[config.mk]
export PLATFORM = sky130hd
export DESIGN_NAME = contiguous_block_allocator_unit_flat
export DESIGN_NICKNAME = d
export VERILOG_FILES = /design/src/hw/rtl/cba_pkg.sv /design/src/hw/rtl/cba_if.sv /design/src/hw/rtl/cba_ctrl.sv /design/src/hw/rtl/cba_dp.sv /design/src/hw/rtl/contiguous_block_allocator_unit.sv /design/src/flat_wrapper.sv
export SDC_FILE = /design/constraint.sdc
export NUM_CORES = 1
export LEC_CHECK = 0
export BUFFER_PORTS_ARGS = -buffer_cell sky130_fd_sc_hd__clkbuf_2
export CAP_MARGIN = 20
export CELL_PAD_IN_SITES_DETAIL_PLACEMENT = 1
export CELL_PAD_IN_SITES_GLOBAL_PLACEMENT = 2
export CORE_MARGIN = 1
export CORE_UTILIZATION = 44
export CTS_CLUSTER_DIAMETER = 200
export DETAILED_ROUTE_END_ITERATION = 12
export GPL_TIMING_DRIVEN = 0
export PLACE_DENSITY = 0.8
export SYNTH_ARGS = -nofsm -noshare
export SYNTH_HDL_FRONTEND = slang
export SYNTH_HIERARCHICAL = 1
export SYNTH_SLANG_ARGS = --single-unit
[constraint.sdc]
create_clock -name i_clk -period 5.8 [get_ports i_clk]
set_input_delay 1.16 -clock i_clk [delete_from_list [all_inputs] [get_ports i_clk]]
set_output_delay 1.16 -clock i_clk [all_outputs]
set_load 0.01 [all_outputs]
[src/hw/rtl/cba_pkg.sv]
// Shared constants, codes and control types for the contiguous block allocator.
// No dependencies; the RTL files refer to this package by scoped names, the testbench imports it.
`timescale 1ns / 1ps

package cba_pkg;

    localparam int MAX_BLOCKS_DEF    = 64;
    localparam int MAX_BSIZE         = 4096;

    localparam int BSW               = 13;
    localparam int NBLK_W            = 7;
    localparam int BYTES_W           = 19;
    localparam int OFFSET_W          = 18;
    localparam int FREE_W            = 7;
    localparam int RSTART_W          = 6;
    localparam int RLEN_W            = 7;
    localparam int CFG_IDX_W         = 1;
    localparam int CFG_DATA_W        = 13;
    localparam int DVW               = 20;

    localparam int BSIZE_RST         = 64;
    localparam int BLOCKS_IN_USE_RST = 64;

    localparam logic [CFG_IDX_W-1:0] REG_BSIZE         = 1'b0;
    localparam logic [CFG_IDX_W-1:0] REG_BLOCKS_IN_USE = 1'b1;

    typedef enum logic [1:0] {
        ST_OK        = 2'd0,
        ST_NO_SPACE  = 2'd1,
        ST_NOT_START = 2'd2,
        ST_ZERO_SIZE = 2'd3
    } t_status;

    typedef enum logic [2:0] {
        S_IDLE,
        S_DIV,
        S_FIT,
        S_MARK,
        S_RDLEN,
        S_CLEAR,
        S_STAT,
        S_PUB
    } t_state;

    typedef struct packed {
        logic    in_ready;
        logic    load;
        logic    div_start;
        logic    div_step;
        logic    scan_start;
        logic    fit_step;
        logic    free_prep;
        logic    sweep_step;
        logic    commit_alloc;
        logic    commit_free;
        logic    stat_step;
        logic    set_status;
        t_status status;
        logic    publish;
    } t_cmd;

    typedef struct packed {
        logic in_valid;
        logic zero_req;
        logic div_done;
        logic is_free;
        logic free_ok;
        logic fit_end;
        logic fit_hit;
        logic sweep_end;
        logic stat_end;
        logic out_free;
    } t_sts;

endpackage

[src/hw/rtl/cba_if.sv]
// Valid/ready channels for requests and results of the block allocator.
// Depends on cba_pkg for field widths.
`timescale 1ns / 1ps

interface cba_req_if;
    logic                          valid;
    logic                          ready;
    logic                          action;
    logic [cba_pkg::BYTES_W-1:0]   request_bytes;
    logic [cba_pkg::OFFSET_W-1:0]  release_offset;

    modport source (output valid, action, request_bytes, release_offset, input ready);
    modport sink   (input valid, action, request_bytes, release_offset, output ready);
endinterface

interface cba_rsp_if;
    logic                          valid;
    logic                          ready;
    logic [1:0]                    status;
    logic [cba_pkg::OFFSET_W-1:0]  block_offset;
    logic [cba_pkg::FREE_W-1:0]    free_blocks;
    logic [cba_pkg::RSTART_W-1:0]  largest_run_start;
    logic [cba_pkg::RLEN_W-1:0]    largest_run_length;

    modport source (output valid, status, block_offset, free_blocks, largest_run_start,
                    largest_run_length, input ready);
    modport sink   (input valid, status, block_offset, free_blocks, largest_run_start,
                    largest_run_length, output ready);
endinterface

[src/hw/rtl/cba_ctrl.sv]
// Controller state machine of the block allocator: sequences divide, scans and sweeps.
// Depends on cba_pkg for the state, command and status types.
`timescale 1ns / 1ps

module cba_ctrl (
    input  logic          i_clk,
    input  logic          i_rst_n,
    input  cba_pkg::t_sts i_sts,
    output cba_pkg::t_cmd o_cmd
);

    cba_pkg::t_state r_state;
    cba_pkg::t_state n_state;

    always_ff @(posedge i_clk) begin
        if (!i_rst_n) begin
            r_state <= cba_pkg::S_IDLE;
        end else begin
            r_state <= n_state;
        end
    end

    always_comb begin
        n_state      = r_state;
        o_cmd        = '0;
        o_cmd.status = cba_pkg::ST_OK;
        case (r_state)
            cba_pkg::S_IDLE: begin
                o_cmd.in_ready = 1'b1;
                if (i_sts.in_valid) begin
                    o_cmd.load = 1'b1;
                    if (i_sts.zero_req) begin
                        o_cmd.scan_start = 1'b1;
                        n_state          = cba_pkg::S_STAT;
                    end else begin
                        o_cmd.div_start = 1'b1;
                        n_state         = cba_pkg::S_DIV;
                    end
                end
            end
            cba_pkg::S_DIV: begin
                if (!i_sts.div_done) begin
                    o_cmd.div_step = 1'b1;
                end else if (!i_sts.is_free) begin
                    o_cmd.scan_start = 1'b1;
                    n_state          = cba_pkg::S_FIT;
                end else if (i_sts.free_ok) begin
                    o_cmd.free_prep = 1'b1;
                    n_state         = cba_pkg::S_RDLEN;
                end else begin
                    o_cmd.set_status = 1'b1;
                    o_cmd.status     = cba_pkg::ST_NOT_START;
                    o_cmd.scan_start = 1'b1;
                    n_state          = cba_pkg::S_STAT;
                end
            end
            cba_pkg::S_FIT: begin
                if (i_sts.fit_end) begin
                    o_cmd.set_status = 1'b1;
                    o_cmd.status     = cba_pkg::ST_NO_SPACE;
                    o_cmd.scan_start = 1'b1;
                    n_state          = cba_pkg::S_STAT;
                end else begin
                    o_cmd.fit_step = 1'b1;
                    if (i_sts.fit_hit) begin
                        n_state = cba_pkg::S_MARK;
                    end
                end
            end
            cba_pkg::S_MARK: begin
                if (i_sts.sweep_end) begin
                    o_cmd.commit_alloc = 1'b1;
                    o_cmd.scan_start   = 1'b1;
                    n_state            = cba_pkg::S_STAT;
                end else begin
                    o_cmd.sweep_step = 1'b1;
                end
            end
            cba_pkg::S_RDLEN: begin
                n_state = cba_pkg::S_CLEAR;
            end
            cba_pkg::S_CLEAR: begin
                if (i_sts.sweep_end) begin
                    o_cmd.commit_free = 1'b1;
                    o_cmd.scan_start  = 1'b1;
                    n_state           = cba_pkg::S_STAT;
                end else begin
                    o_cmd.sweep_step = 1'b1;
                end
            end
            cba_pkg::S_STAT: begin
                if (i_sts.stat_end) begin
                    n_state = cba_pkg::S_PUB;
                end else begin
                    o_cmd.stat_step = 1'b1;
                end
            end
            cba_pkg::S_PUB: begin
                if (i_sts.out_free) begin
                    o_cmd.publish = 1'b1;
                    n_state       = cba_pkg::S_IDLE;
                end
            end
            default: begin
                n_state = cba_pkg::S_IDLE;
            end
        endcase
    end

endmodule

[src/hw/rtl/cba_dp.sv]
// Datapath of the block allocator: configuration, used map, length memory,
// serial divider, scan counters and result register. Depends on cba_pkg and cba_if.
`timescale 1ns / 1ps

module cba_dp #(
    parameter int MAX_BLOCKS = cba_pkg::MAX_BLOCKS_DEF
) (
    input  logic                             i_clk,
    input  logic                             i_rst_n,
    input  logic                             i_cfg_we,
    input  logic [cba_pkg::CFG_IDX_W-1:0]    i_cfg_idx,
    input  logic [cba_pkg::CFG_DATA_W-1:0]   i_cfg_data,
    input  cba_pkg::t_cmd                    i_cmd,
    output cba_pkg::t_sts                    o_sts,
    cba_req_if.sink                          i_req,
    cba_rsp_if.source                        o_rsp
);

    localparam int IW  = $clog2(MAX_BLOCKS);
    localparam int CW  = $clog2(MAX_BLOCKS + 1);
    localparam int BSW = cba_pkg::BSW;
    localparam int DVW = cba_pkg::DVW;
    localparam int DCW = $clog2(DVW + 1);
    localparam int PW  = IW + BSW;

    logic [BSW-1:0]                    r_bsize;
    logic [cba_pkg::NBLK_W-1:0]        r_nblk;
    logic [MAX_BLOCKS-1:0]             r_used;
    logic [MAX_BLOCKS-1:0]             r_valid;
    logic                              r_ovalid;

    logic                              r_action;
    cba_pkg::t_status                  r_status;
    logic [cba_pkg::OFFSET_W-1:0]      r_granted;
    logic [BSW-1:0]                    r_rem;
    logic [DVW-1:0]                    r_quo;
    logic [DCW-1:0]                    r_dcnt;
    logic [CW-1:0]                     r_idx;
    logic [CW-1:0]                     r_run;
    logic [CW-1:0]                     r_best;
    logic [CW-1:0]                     r_free;
    logic [IW-1:0]                     r_where;
    logic [IW-1:0]                     r_start;
    logic [CW-1:0]                     r_ptr;
    logic [CW-1:0]                     r_cnt;
    logic [CW-1:0]                     r_len;
    logic [CW-1:0]                     r_alen [MAX_BLOCKS];
    logic [CW-1:0]                     r_alen_q;

    cba_pkg::t_status                  r_ostatus;
    logic [cba_pkg::OFFSET_W-1:0]      r_ooffset;
    logic [cba_pkg::FREE_W-1:0]        r_ofree;
    logic [cba_pkg::RSTART_W-1:0]      r_ostart;
    logic [cba_pkg::RLEN_W-1:0]        r_olen;

    logic [BSW-1:0]                    w_bs;
    logic [CW-1:0]                     w_n;
    logic [BSW:0]                      w_trial;
    logic [BSW:0]                      w_sub;
    logic                              w_ge;
    logic                              w_cur_used;
    logic                              w_in_range;
    logic [CW-1:0]                     w_run_inc;
    logic [CW-1:0]                     w_run_begin;
    logic                              w_fit_hit;
    logic [CW-1:0]                     w_sweep_len;
    logic                              w_sweep_end;
    logic                              w_free_ok;
    logic                              w_zero_req;
    logic [DVW-1:0]                    w_dividend;
    logic [PW-1:0]                     w_prod;
    logic                              w_out_free;

    always_comb begin
        if (r_bsize == '0) begin
            w_bs = BSW'(1);
        end else if (int'(r_bsize) > cba_pkg::MAX_BSIZE) begin
            w_bs = BSW'(cba_pkg::MAX_BSIZE);
        end else begin
            w_bs = r_bsize;
        end
        if (r_nblk == '0) begin
            w_n = CW'(1);
        end else if (int'(r_nblk) > MAX_BLOCKS) begin
            w_n = CW'(MAX_BLOCKS);
        end else begin
            w_n = CW'(r_nblk);
        end
    end

    assign w_trial     = {r_rem, r_quo[DVW-1]};
    assign w_ge        = (w_trial >= {1'b0, w_bs});
    assign w_sub       = w_trial - {1'b0, w_bs};
    assign w_in_range  = (r_idx < w_n);
    assign w_cur_used  = r_used[r_idx[IW-1:0]];
    assign w_run_inc   = r_run + CW'(1);
    assign w_run_begin = r_idx - r_run;
    assign w_fit_hit   = w_in_range && !w_cur_used && (DVW'(w_run_inc) == r_quo);
    assign w_sweep_len = r_action ? r_alen_q : r_len;
    assign w_sweep_end = !((r_cnt < w_sweep_len) && (r_ptr < CW'(MAX_BLOCKS)));
    assign w_free_ok   = (r_quo < DVW'(w_n)) && r_valid[r_quo[IW-1:0]];
    assign w_zero_req  = !i_req.action && (i_req.request_bytes == '0);
    assign w_dividend  = i_req.action ? DVW'(i_req.release_offset)
                                      : DVW'(i_req.request_bytes) + DVW'(w_bs) - DVW'(1);
    assign w_prod      = PW'(r_start) * PW'(w_bs);
    assign w_out_free  = !r_ovalid || o_rsp.ready;

    assign o_sts.in_valid  = i_req.valid;
    assign o_sts.zero_req  = w_zero_req;
    assign o_sts.div_done  = (r_dcnt == DCW'(DVW));
    assign o_sts.is_free   = r_action;
    assign o_sts.free_ok   = w_free_ok;
    assign o_sts.fit_end   = !w_in_range;
    assign o_sts.fit_hit   = w_fit_hit;
    assign o_sts.sweep_end = w_sweep_end;
    assign o_sts.stat_end  = !w_in_range;
    assign o_sts.out_free  = w_out_free;

    assign i_req.ready              = i_cmd.in_ready;
    assign o_rsp.valid              = r_ovalid;
    assign o_rsp.status             = r_ostatus;
    assign o_rsp.block_offset       = r_ooffset;
    assign o_rsp.free_blocks        = r_ofree;
    assign o_rsp.largest_run_start  = r_ostart;
    assign o_rsp.largest_run_length = r_olen;

    always_ff @(posedge i_clk) begin
        if (!i_rst_n) begin
            r_bsize  <= BSW'(cba_pkg::BSIZE_RST);
            r_nblk   <= cba_pkg::NBLK_W'(cba_pkg::BLOCKS_IN_USE_RST);
            r_used   <= '0;
            r_valid  <= '0;
            r_ovalid <= 1'b0;
        end else begin
            if (i_cfg_we) begin
                case (i_cfg_idx)
                    cba_pkg::REG_BSIZE: begin
                        r_bsize <= i_cfg_data[BSW-1:0];
                    end
                    cba_pkg::REG_BLOCKS_IN_USE: begin
                        r_nblk <= i_cfg_data[cba_pkg::NBLK_W-1:0];
                    end
                    default: begin
                    end
                endcase
            end
            if (i_cmd.sweep_step) begin
                r_used[r_ptr[IW-1:0]] <= !r_action;
            end
            if (i_cmd.commit_alloc) begin
                r_valid[r_start] <= 1'b1;
            end
            if (i_cmd.commit_free) begin
                r_valid[r_start] <= 1'b0;
            end
            if (i_cmd.publish) begin
                r_ovalid <= 1'b1;
            end else if (o_rsp.ready) begin
                r_ovalid <= 1'b0;
            end
        end
    end

    always_ff @(posedge i_clk) begin
        if (i_cmd.load) begin
            r_action  <= i_req.action;
            r_status  <= w_zero_req ? cba_pkg::ST_ZERO_SIZE : cba_pkg::ST_OK;
            r_granted <= '0;
        end
        if (i_cmd.set_status) begin
            r_status <= i_cmd.status;
        end
        if (i_cmd.div_start) begin
            r_rem  <= '0;
            r_quo  <= w_dividend;
            r_dcnt <= '0;
        end else if (i_cmd.div_step) begin
            r_rem  <= w_ge ? w_sub[BSW-1:0] : w_trial[BSW-1:0];
            r_quo  <= {r_quo[DVW-2:0], w_ge};
            r_dcnt <= r_dcnt + DCW'(1);
        end
        if (i_cmd.scan_start) begin
            r_idx   <= '0;
            r_run   <= '0;
            r_best  <= '0;
            r_free  <= '0;
            r_where <= '0;
        end else if (i_cmd.fit_step) begin
            if (w_fit_hit) begin
                r_start <= w_run_begin[IW-1:0];
                r_ptr   <= w_run_begin;
                r_cnt   <= '0;
                r_len   <= w_run_inc;
            end else begin
                r_run <= w_cur_used ? '0 : w_run_inc;
                r_idx <= r_idx + CW'(1);
            end
        end else if (i_cmd.stat_step) begin
            if (!w_cur_used) begin
                r_run  <= w_run_inc;
                r_free <= r_free + CW'(1);
                if (w_run_inc > r_best) begin
                    r_best  <= w_run_inc;
                    r_where <= w_run_begin[IW-1:0];
                end
            end else begin
                r_run <= '0;
            end
            r_idx <= r_idx + CW'(1);
        end
        if (i_cmd.free_prep) begin
            r_start <= r_quo[IW-1:0];
            r_ptr   <= CW'(r_quo[IW-1:0]);
            r_cnt   <= '0;
        end
        if (i_cmd.sweep_step) begin
            r_ptr <= r_ptr + CW'(1);
            r_cnt <= r_cnt + CW'(1);
        end
        if (i_cmd.commit_alloc) begin
            r_granted <= cba_pkg::OFFSET_W'(w_prod);
        end
        if (i_cmd.publish) begin
            r_ostatus <= r_status;
            r_ooffset <= r_granted;
            r_ofree   <= cba_pkg::FREE_W'(r_free);
            r_ostart  <= cba_pkg::RSTART_W'(r_where);
            r_olen    <= cba_pkg::RLEN_W'(r_best);
        end
    end

    always_ff @(posedge i_clk) begin
        if (i_cmd.commit_alloc) begin
            r_alen[r_start] <= r_len;
        end
        r_alen_q <= r_alen[r_start];
    end

endmodule

[src/hw/rtl/contiguous_block_allocator_unit.sv]
// One item at a time: an allocate runs the serial divider, then one-block-per-cycle passes over
// the used map (search, sweep, statistics); a free runs the divider, a clearing sweep and the
// statistics pass; a zero-size request skips the divider and runs only the statistics pass.
// The next item is taken while the previous result still waits in the result register.
// Synchronous active-low reset clears the used map and allocation marks at once,
// loads block size 64 and blocks_in_use 64; no clearing pass is needed.
`timescale 1ns / 1ps

module contiguous_block_allocator_unit #(
    parameter int MAX_BLOCKS = cba_pkg::MAX_BLOCKS_DEF
) (
    input  logic                             i_clk,
    input  logic                             i_rst_n,
    input  logic                             i_cfg_we,
    input  logic [cba_pkg::CFG_IDX_W-1:0]    i_cfg_idx,
    input  logic [cba_pkg::CFG_DATA_W-1:0]   i_cfg_data,
    cba_req_if.sink                          i_req,
    cba_rsp_if.source                        o_rsp
);

    cba_pkg::t_cmd w_cmd;
    cba_pkg::t_sts w_sts;

    cba_ctrl u_ctrl (
        .i_clk   (i_clk),
        .i_rst_n (i_rst_n),
        .i_sts   (w_sts),
        .o_cmd   (w_cmd)
    );

    cba_dp #(
        .MAX_BLOCKS (MAX_BLOCKS)
    ) u_dp (
        .i_clk      (i_clk),
        .i_rst_n    (i_rst_n),
        .i_cfg_we   (i_cfg_we),
        .i_cfg_idx  (i_cfg_idx),
        .i_cfg_data (i_cfg_data),
        .i_cmd      (w_cmd),
        .o_sts      (w_sts),
        .i_req      (i_req),
        .o_rsp      (o_rsp)
    );

endmodule

[src/flat_wrapper.sv]
// flat-port wrapper written by rule: the top's interface ports become plain ports
module contiguous_block_allocator_unit_flat 
#(
    parameter int MAX_BLOCKS = cba_pkg::MAX_BLOCKS_DEF
)
  (i_clk, i_rst_n, i_cfg_we, i_cfg_idx, i_cfg_data, i_req_valid, i_req_action, i_req_request_bytes, i_req_release_offset, i_req_ready, o_rsp_valid, o_rsp_status, o_rsp_block_offset, o_rsp_free_blocks, o_rsp_largest_run_start, o_rsp_largest_run_length, o_rsp_ready);
  cba_req_if i_req_i ();
  cba_rsp_if o_rsp_i ();
  input  logic i_clk;
  input  logic i_rst_n;
  input  logic i_cfg_we;
  input  logic [cba_pkg::CFG_IDX_W-1:0] i_cfg_idx;
  input  logic [cba_pkg::CFG_DATA_W-1:0] i_cfg_data;
  input wire logic [$bits(i_req_i.valid)-1:0] i_req_valid;
  input wire logic [$bits(i_req_i.action)-1:0] i_req_action;
  input wire logic [$bits(i_req_i.request_bytes)-1:0] i_req_request_bytes;
  input wire logic [$bits(i_req_i.release_offset)-1:0] i_req_release_offset;
  output wire logic [$bits(i_req_i.ready)-1:0] i_req_ready;
  output wire logic [$bits(o_rsp_i.valid)-1:0] o_rsp_valid;
  output wire logic [$bits(o_rsp_i.status)-1:0] o_rsp_status;
  output wire logic [$bits(o_rsp_i.block_offset)-1:0] o_rsp_block_offset;
  output wire logic [$bits(o_rsp_i.free_blocks)-1:0] o_rsp_free_blocks;
  output wire logic [$bits(o_rsp_i.largest_run_start)-1:0] o_rsp_largest_run_start;
  output wire logic [$bits(o_rsp_i.largest_run_length)-1:0] o_rsp_largest_run_length;
  input wire logic [$bits(o_rsp_i.ready)-1:0] o_rsp_ready;
  assign i_req_i.valid = i_req_valid;
  assign i_req_i.action = i_req_action;
  assign i_req_i.request_bytes = i_req_request_bytes;
  assign i_req_i.release_offset = i_req_release_offset;
  assign i_req_ready = i_req_i.ready;
  assign o_rsp_valid = o_rsp_i.valid;
  assign o_rsp_status = o_rsp_i.status;
  assign o_rsp_block_offset = o_rsp_i.block_offset;
  assign o_rsp_free_blocks = o_rsp_i.free_blocks;
  assign o_rsp_largest_run_start = o_rsp_i.largest_run_start;
  assign o_rsp_largest_run_length = o_rsp_i.largest_run_length;
  assign o_rsp_i.ready = o_rsp_ready;
  contiguous_block_allocator_unit #(.MAX_BLOCKS(MAX_BLOCKS)) u_core (.i_clk(i_clk), .i_rst_n(i_rst_n), .i_cfg_we(i_cfg_we), .i_cfg_idx(i_cfg_idx), .i_cfg_data(i_cfg_data), .i_req(i_req_i), .o_rsp(o_rsp_i));
endmodule
==> run metrics, run 1 <==
status finished clean; Core Util, Final 51.0%; Crit path required time 6190 ps; first-pass GRT wire length 167000 um; setup slack, reg-to-reg 300 ps; Ys Warns 6; clk sinks 767; sequential area share after synthesis 59.0%; H-tree lvl count 3; setup tns final 0 ps; Startpoint Class register; Post-synth top flop edfxtp_1; Mapped Nets 3028; Max Freq 0.182 GHz; NumNets Final 3239; die area 0.0817 mm2; HPWL Detailed 80400 um; Crit Reg-Reg Endpoint u_core/u_dp/r_granted[17]$_SDFFCE_PN0P_; fin crit period 5500 ps; syn avg cell area 12.6 um2; Distinct cells, synth 77; CTS tree done; Critical Path Sink Type register; Rel. slew slack 12.3%; initial core utilization 44.6%; initial DRC count 2587; power per cell area 353 mW/mm2; share of cells above drive strength 1 13.3%; number of synthesized flops with an enable pin 556; critical path endpoint u_core/u_dp/r_granted[17]$_SDFFCE_PN0P_; Max Cap Viol 0; DIE WIDTH 286 um; RePlAce Congestion 0.866; core area 0.0794 mm2; max-slew violation count 0; reg2reg start u_core/u_dp/r_start[4]$_DFFE_PP_; # hold bufs at CTS 0; vias in the first global route 26300; cell area after synthesis 0.0354 mm2; All-Layer GR Usage 27.6%; CP Launch Point u_core/u_dp/r_start[4]$_DFFE_PP_; global route total overflow 0; # DRC 0; most common cell in the netlist edfxtp_1; Max FO, Critical Path 10; die height 286 um; Clock transition at path regs 60 ps; largest net degree at the start of global routing 33; unrepaired setup endpoints after global routing false; Mapped Cells 2814; Num CTS Buffers 84; diode count 0; R2R depth 17; Hold Vio Cnt, Final 0; Final Skew 28.0 ps; Total Power 14.3 mW; Placed Instances 3980; vias 25000; post-synth top area cell edfxtp_1; async set-reset flop share out of synthesis 0%; initial antenna violation count 1; root buf cell clkbuf_16; remaining antenna violation count 0; clk_lat worst skew 650 ps; kind of critical path register to register; Slew @ Worst Pin 1310 ps; ranking of synthesized cells by area edfxtp_1, dfxtp_1, ha_1; final WL 113000 um; final period utilization 94.9%; row count 103; Layout area overhead 14.4%; Synth top cells by count edfxtp_1, nor2_1, dfxtp_1, nand2_1, a22oi_1; I/O pin total 99; final count of negative-setup-slack endpoints 0; Cell Count, Final, Fillers Out 4140; VDD IR-drop max 0.000215 V; CTS Buffer Depth 3; hold crit path type register to register; critical path arrival 5900 ps; Detailed Routing Iterations Pass 1 5; routed wire length per instance 27.3 um; DR vias/cell 6.05; Seq cells post-synth 767; Port Buffers 95; Yosys top cell area share 47.1%; leak pwr 15.9 nW; Filler cells 8159
stage by stage:
step	hold slack, ps	cell area (um2)	worst slack [ps]
floorplan	400	35400	854
global placement	402	37200	-937
detailed placement	406	37700	-516
CTS	415	40400	3.19
global route	427	40500	3.85
finish	417	40500	296
power breakdown:
group          switching (mW)  internal [mW]
Clock                    2.24           3.06
Sequential              0.209           6.18
Combinational            1.57           1.04
routing by layer:
layer / routed length (um) / track usage [%] / vias to the layer above
li1: - / - / 11000
met1: 46400 / 36.0 / 12800
met2: 55600 / 46.7 / 959
met3: 7160 / 3.68 / 225
met4: 4000 / 10.6 / 0
met5: 0 / 0 / -
kinds of logic (layout without fill, tap and decap cells):
family | Yosys count | after routing | synth area share [%]
AOI/OAI and AO/OA | 634 | 634 | 14.2
DFF | 767 | 767 | 59.0
muxes | 80 | 80 | 3.88
adders and majority gates | 157 | 157 | 6.54
and+or+nand+nor | 776 | 776 | 10.6
xor gates and xnor gates | 81 | 81 | 2.16
buffers and inverters | 319 | 595 | 3.64
cells in the final DEF, fill, tap and decap left out, drive strengths merged, types with 8 or more instances in the layout:
| cell | synthesis | layout |
|---|---|---|
| a211oi | 20 | 20 |
| a21boi | 20 | 20 |
| a21o | 28 | 28 |
| a21oi | 79 | 79 |
| a221oi | 35 | 35 |
| a22o | 35 | 35 |
| a22oi | 154 | 154 |
| a31oi | 43 | 43 |
| and2 | 92 | 92 |
| and3 | 12 | 12 |
| buf | 27 | 62 |
| clkbuf | 144 | 344 |
| clkinv | 0 | 31 |
| dfxtp | 211 | 211 |
| edfxtp | 556 | 556 |
| fa | 47 | 47 |
| ha | 110 | 110 |
| inv | 148 | 150 |
| mux2i | 33 | 33 |
| mux4 | 42 | 42 |
| nand2 | 189 | 189 |
| nand2b | 15 | 15 |
| nand3 | 42 | 42 |
| nand3b | 8 | 8 |
| nand4 | 43 | 43 |
| nor2 | 251 | 251 |
| nor2b | 32 | 32 |
| nor3 | 31 | 31 |
| nor4 | 11 | 11 |
| o211a | 65 | 65 |
| o21a | 12 | 12 |
| o21ai | 30 | 30 |
| o221a | 64 | 64 |
| or2 | 16 | 16 |
| or3 | 11 | 11 |
| xnor2 | 47 | 47 |
| xor2 | 30 | 30 |
worst max-delay path, cell delays in order, from the launching register on:
cell and delay (ps):
edfxtp_1 350, clkbuf_1 280, clkbuf_2 360, clkbuf_2 300
nand2_1 110, fa_1 530, fa_1 520, fa_1 550
inv_1 40, ha_1 320, a21o_1 200, a21o_1 220
a2111oi_2 460, nor3_1 150, nor3_1 370, o31ai_1 150
xnor2_1 170, and2_1 170
flip-flops by register name, summed over array words and instances, names as in the netlist, 13 cells and up:
signal	cells
u_core/u_dp/o_rsp.block_offset	18
u_core/u_dp/r_alen	448
u_core/u_dp/r_bsize	13
u_core/u_dp/r_granted	18
u_core/u_dp/r_quo	20
u_core/u_dp/r_rem	13
u_core/u_dp/r_used	64
u_core/u_dp/r_valid	64
repair_timing:
action,CTS,global route
setup endpoints to repair,19,17
resized for setup,12,9
buffers inserted,0,3
layout make-up:
cell class | count | area, um2 | share of cell area [%]
Clock inverter | 41 | 440 | 1.09
Inverter | 148 | 556 | 1.37
Multi-Input combinational cell | 1728 | 13200 | 32.7
Tap cell | 1050 | 1310 | 3.24
Sequential cell | 767 | 20900 | 51.6
Timing Repair Buffer | 129 | 1020 | 2.52
Buffer | 167 | 736 | 1.82
Clock buffer | 110 | 2280 | 5.63
worst min-delay path by stage:
stage                                            startpoint                                          endpoint  slack (ps)  cells after the start
floorplan               u_core/u_dp/r_where[3]$_SDFFE_PP0P_  u_core/u_dp/o_rsp.largest_run_start[3]$_DFFE_PP_         400                      0
global placement    u_core/u_dp/r_granted[14]$_SDFFCE_PN0P_      u_core/u_dp/o_rsp.block_offset[14]$_DFFE_PP_         400                      0
detailed placement  u_core/u_dp/r_granted[11]$_SDFFCE_PN0P_      u_core/u_dp/o_rsp.block_offset[11]$_DFFE_PP_         410                      0
CTS                 u_core/u_dp/r_granted[11]$_SDFFCE_PN0P_      u_core/u_dp/o_rsp.block_offset[11]$_DFFE_PP_         420                      0
global route        u_core/u_dp/r_granted[11]$_SDFFCE_PN0P_      u_core/u_dp/o_rsp.block_offset[11]$_DFFE_PP_         430                      0
finish              u_core/u_dp/r_granted[11]$_SDFFCE_PN0P_      u_core/u_dp/o_rsp.block_offset[11]$_DFFE_PP_         420                      0
Power figures use the tool's default switching activity.
==> run 2, diff against run 1 <==
Settings changed: CORE_MARGIN 1 to not set.
Clock period 5.8 ns to 5.58 ns, I/O delays scaled along.
==> run metrics, run 2 (synthesis gave the netlist of run 1 again) <==
CP max stage cell fa_1; largest net degree at the start of global routing 33 (unchanged); Power Internal 10.7 mW (+4.0%); Detailed Routing Iterations Pass 1 5 (unchanged); unrepaired setup endpoints after global routing true; initial core utilization 44.6% (unchanged); worst-path cell chain clkbuf_2 > clkbuf_2 > nand2_1 > fa_1 > fa_1 > fa_1 > inv_1 > ha_1 > a21o_1 > a21o_1 > a2111oi_2 > nor3_1 > nor3_2 > o31ai_1 > xnor2_1 > and2_1; power per cell area 367 mW/mm2 (+4.0%); commonest cells after routing, fill and taps aside edfxtp_1, nor2_1, dfxtp_1; leak pwr 15.9 nW (about the same); Clock transition at path regs 60 ps (about the same); core area 0.0794 mm2 (unchanged); Port Buffers 95 (unchanged); largest reg by FF count u_core/u_dp/r_alen; # DRC 0 (unchanged); initial antenna violation count 1 (unchanged); I/O pin total 99 (unchanged); Layout area overhead 14.4% (about the same); CTS tree done; Max Freq 0.185 GHz (+2.1%); RePlAce Congestion 0.866 (unchanged); max reg flops 448 (unchanged); initial DRC count 2533 (-2.1%); kind of critical path register to register; Hold Vio Cnt, Final 0 (unchanged); max-slew violation count 0 (unchanged); worst stage delay on the critical path 550 ps (about the same); row count 103 (unchanged); Num CTS Buffers 84 (unchanged); Total Power 14.9 mW (+4.0%); clock network fraction of design power 37.1% (about the same); clk_lat worst skew 650 ps (about the same); diode count 0 (unchanged); share of cells above drive strength 1 13.5% (+0.13 points); Core Util, Final 51.1% (about the same); NumNets Final 3240 (+0.031%); # hold bufs at CTS 0 (unchanged); Final WS setup 187 ps (-109 ps); DIE WIDTH 286 um (unchanged); routed wire length per instance 27.4 um (+0.19%); Final Skew 24.9 ps (-3.10 ps); H-tree lvl count 3 (unchanged); Startpoint Class register; switch share 28.2% (about the same); final WL 113000 um (+0.22%); die height 286 um (unchanged); register share of total power 44.6% (about the same); die area 0.0817 mm2 (unchanged); CTS Buffer Depth 3 (unchanged); hold crit path type register to register; root buf cell clkbuf_16; Comb power frac 18.3% (about the same); final count of negative-setup-slack endpoints 0 (unchanged); global route total overflow 0 (unchanged); switching pwr 4.19 mW (+4.1%); pre-CTS setup slack -736 ps (-220 ps); Slew @ Worst Pin 1280 ps (-34.8 ps); commonest non-fill, non-tap cell in the layout edfxtp_1; status finished clean; remaining antenna violation count 0 (unchanged); most used cell, CP fa_1; clk sinks 767 (unchanged); biggest regs u_core/u_dp/r_alen: 448 flops, u_core/u_dp/r_used: 64 flops, u_core/u_dp/r_valid: 64 flops; Critical Path Sink Type register; Max Cap Viol 0 (unchanged); critical path arrival 5790 ps (-110 ps); VDD IR-drop max 0.000224 V (+4.0%); fin crit period 5390 ps (-111 ps); Rel. slew slack 14.7% (+2.3 points); vias 25100 (+0.080%); final period utilization 96.7% (+1.8 points); HPWL Detailed 80400 um (unchanged); Crit path required time 5980 ps (-210 ps); first-pass GRT wire length 167000 um (about the same); Max FO, Critical Path 10 (unchanged); vias in the first global route 26300 (+0.16%); DR vias/cell 6.05 (about the same); All-Layer GR Usage 27.6% (about the same)
run 2: power by group through the flow:
stage / registers (mW) / logic (mW) / clock network, mW
finish: 6.63 / 2.72 / 5.51
global route: 6.66 / 3.00 / 5.81
CTS: 6.64 / 2.73 / 5.60
detailed placement: 6.75 / 2.71 / 0
global placement: 6.74 / 2.63 / 0
floorplan: 6.66 / 1.96 / 0
run 2: path summary, 6_finish.rpt:
| check | to | start | depth (start not counted) | slack (ps) |
|---|---|---|---|---|
| setup reg to reg | u_core/u_dp/r_granted[17]$_SDFFCE_PN0P_ | u_core/u_dp/r_start[5]$_DFFE_PP_ | 16 | 190 |
| hold reg to reg | u_core/u_dp/o_rsp.block_offset[11]$_DFFE_PP_ | u_core/u_dp/r_granted[11]$_SDFFCE_PN0P_ | 0 | 420 |
| hold / removal | u_core/u_dp/o_rsp.block_offset[11]$_DFFE_PP_ | u_core/u_dp/r_granted[11]$_SDFFCE_PN0P_ | 0 | 420 |
| setup / recovery | u_core/u_dp/r_granted[17]$_SDFFCE_PN0P_ | u_core/u_dp/r_start[5]$_DFFE_PP_ | 16 | 190 |
run 2: metrics by stage:
| step | TNS [ps] | hold slack, ps | instances | area (um2) |
|---|---|---|---|---|
| global placement | -40180 | 402 | 3959 | 37200 |
| CTS | 0 | 415 | 4129 | 40400 |
| detailed placement | -6760 | 406 | 3980 | 37700 |
| global route | -86.5 | 427 | 4141 | 40500 |
| floorplan | 0 | 400 | 2814 | 35400 |
| finish | 0 | 417 | 4141 | 40500 |
run 2: cell type report:
cell class / instances / area (um2)
fill: 8157 / 38900
sequential: 767 / 20900
buffer: 167 / 734
clock inverter: 41 / 440
multi-input combinational: 1728 / 13300
inverter: 148 / 556
timing repair buffer: 130 / 1030
clock buffer: 110 / 2280
tap: 1050 / 1310
run 2: timing repair:
item                                    CTS  global route
pin swaps                                 0             0
buffers inserted                          2             2
resized for setup                        13             9
endpoints found under the setup margin   21            17
run 2: layer usage:
layer	wire (um)	up-vias	global-route usage, %
li1	-	11000	-
met1	46200	12800	35.8
met2	55600	1006	46.7
met3	7550	223	3.83
met4	4070	0	10.7
met5	0	-	0
run 2: critical path: cells and delay by family (launching register included):
family | cells | cell delay [ps]
xor+xnor | 1 | 170
fa+ha+maj | 4 | 1930
compound gates | 4 | 1020
flops | 1 | 530
buf+inv | 3 | 750
simple gates | 4 | 740
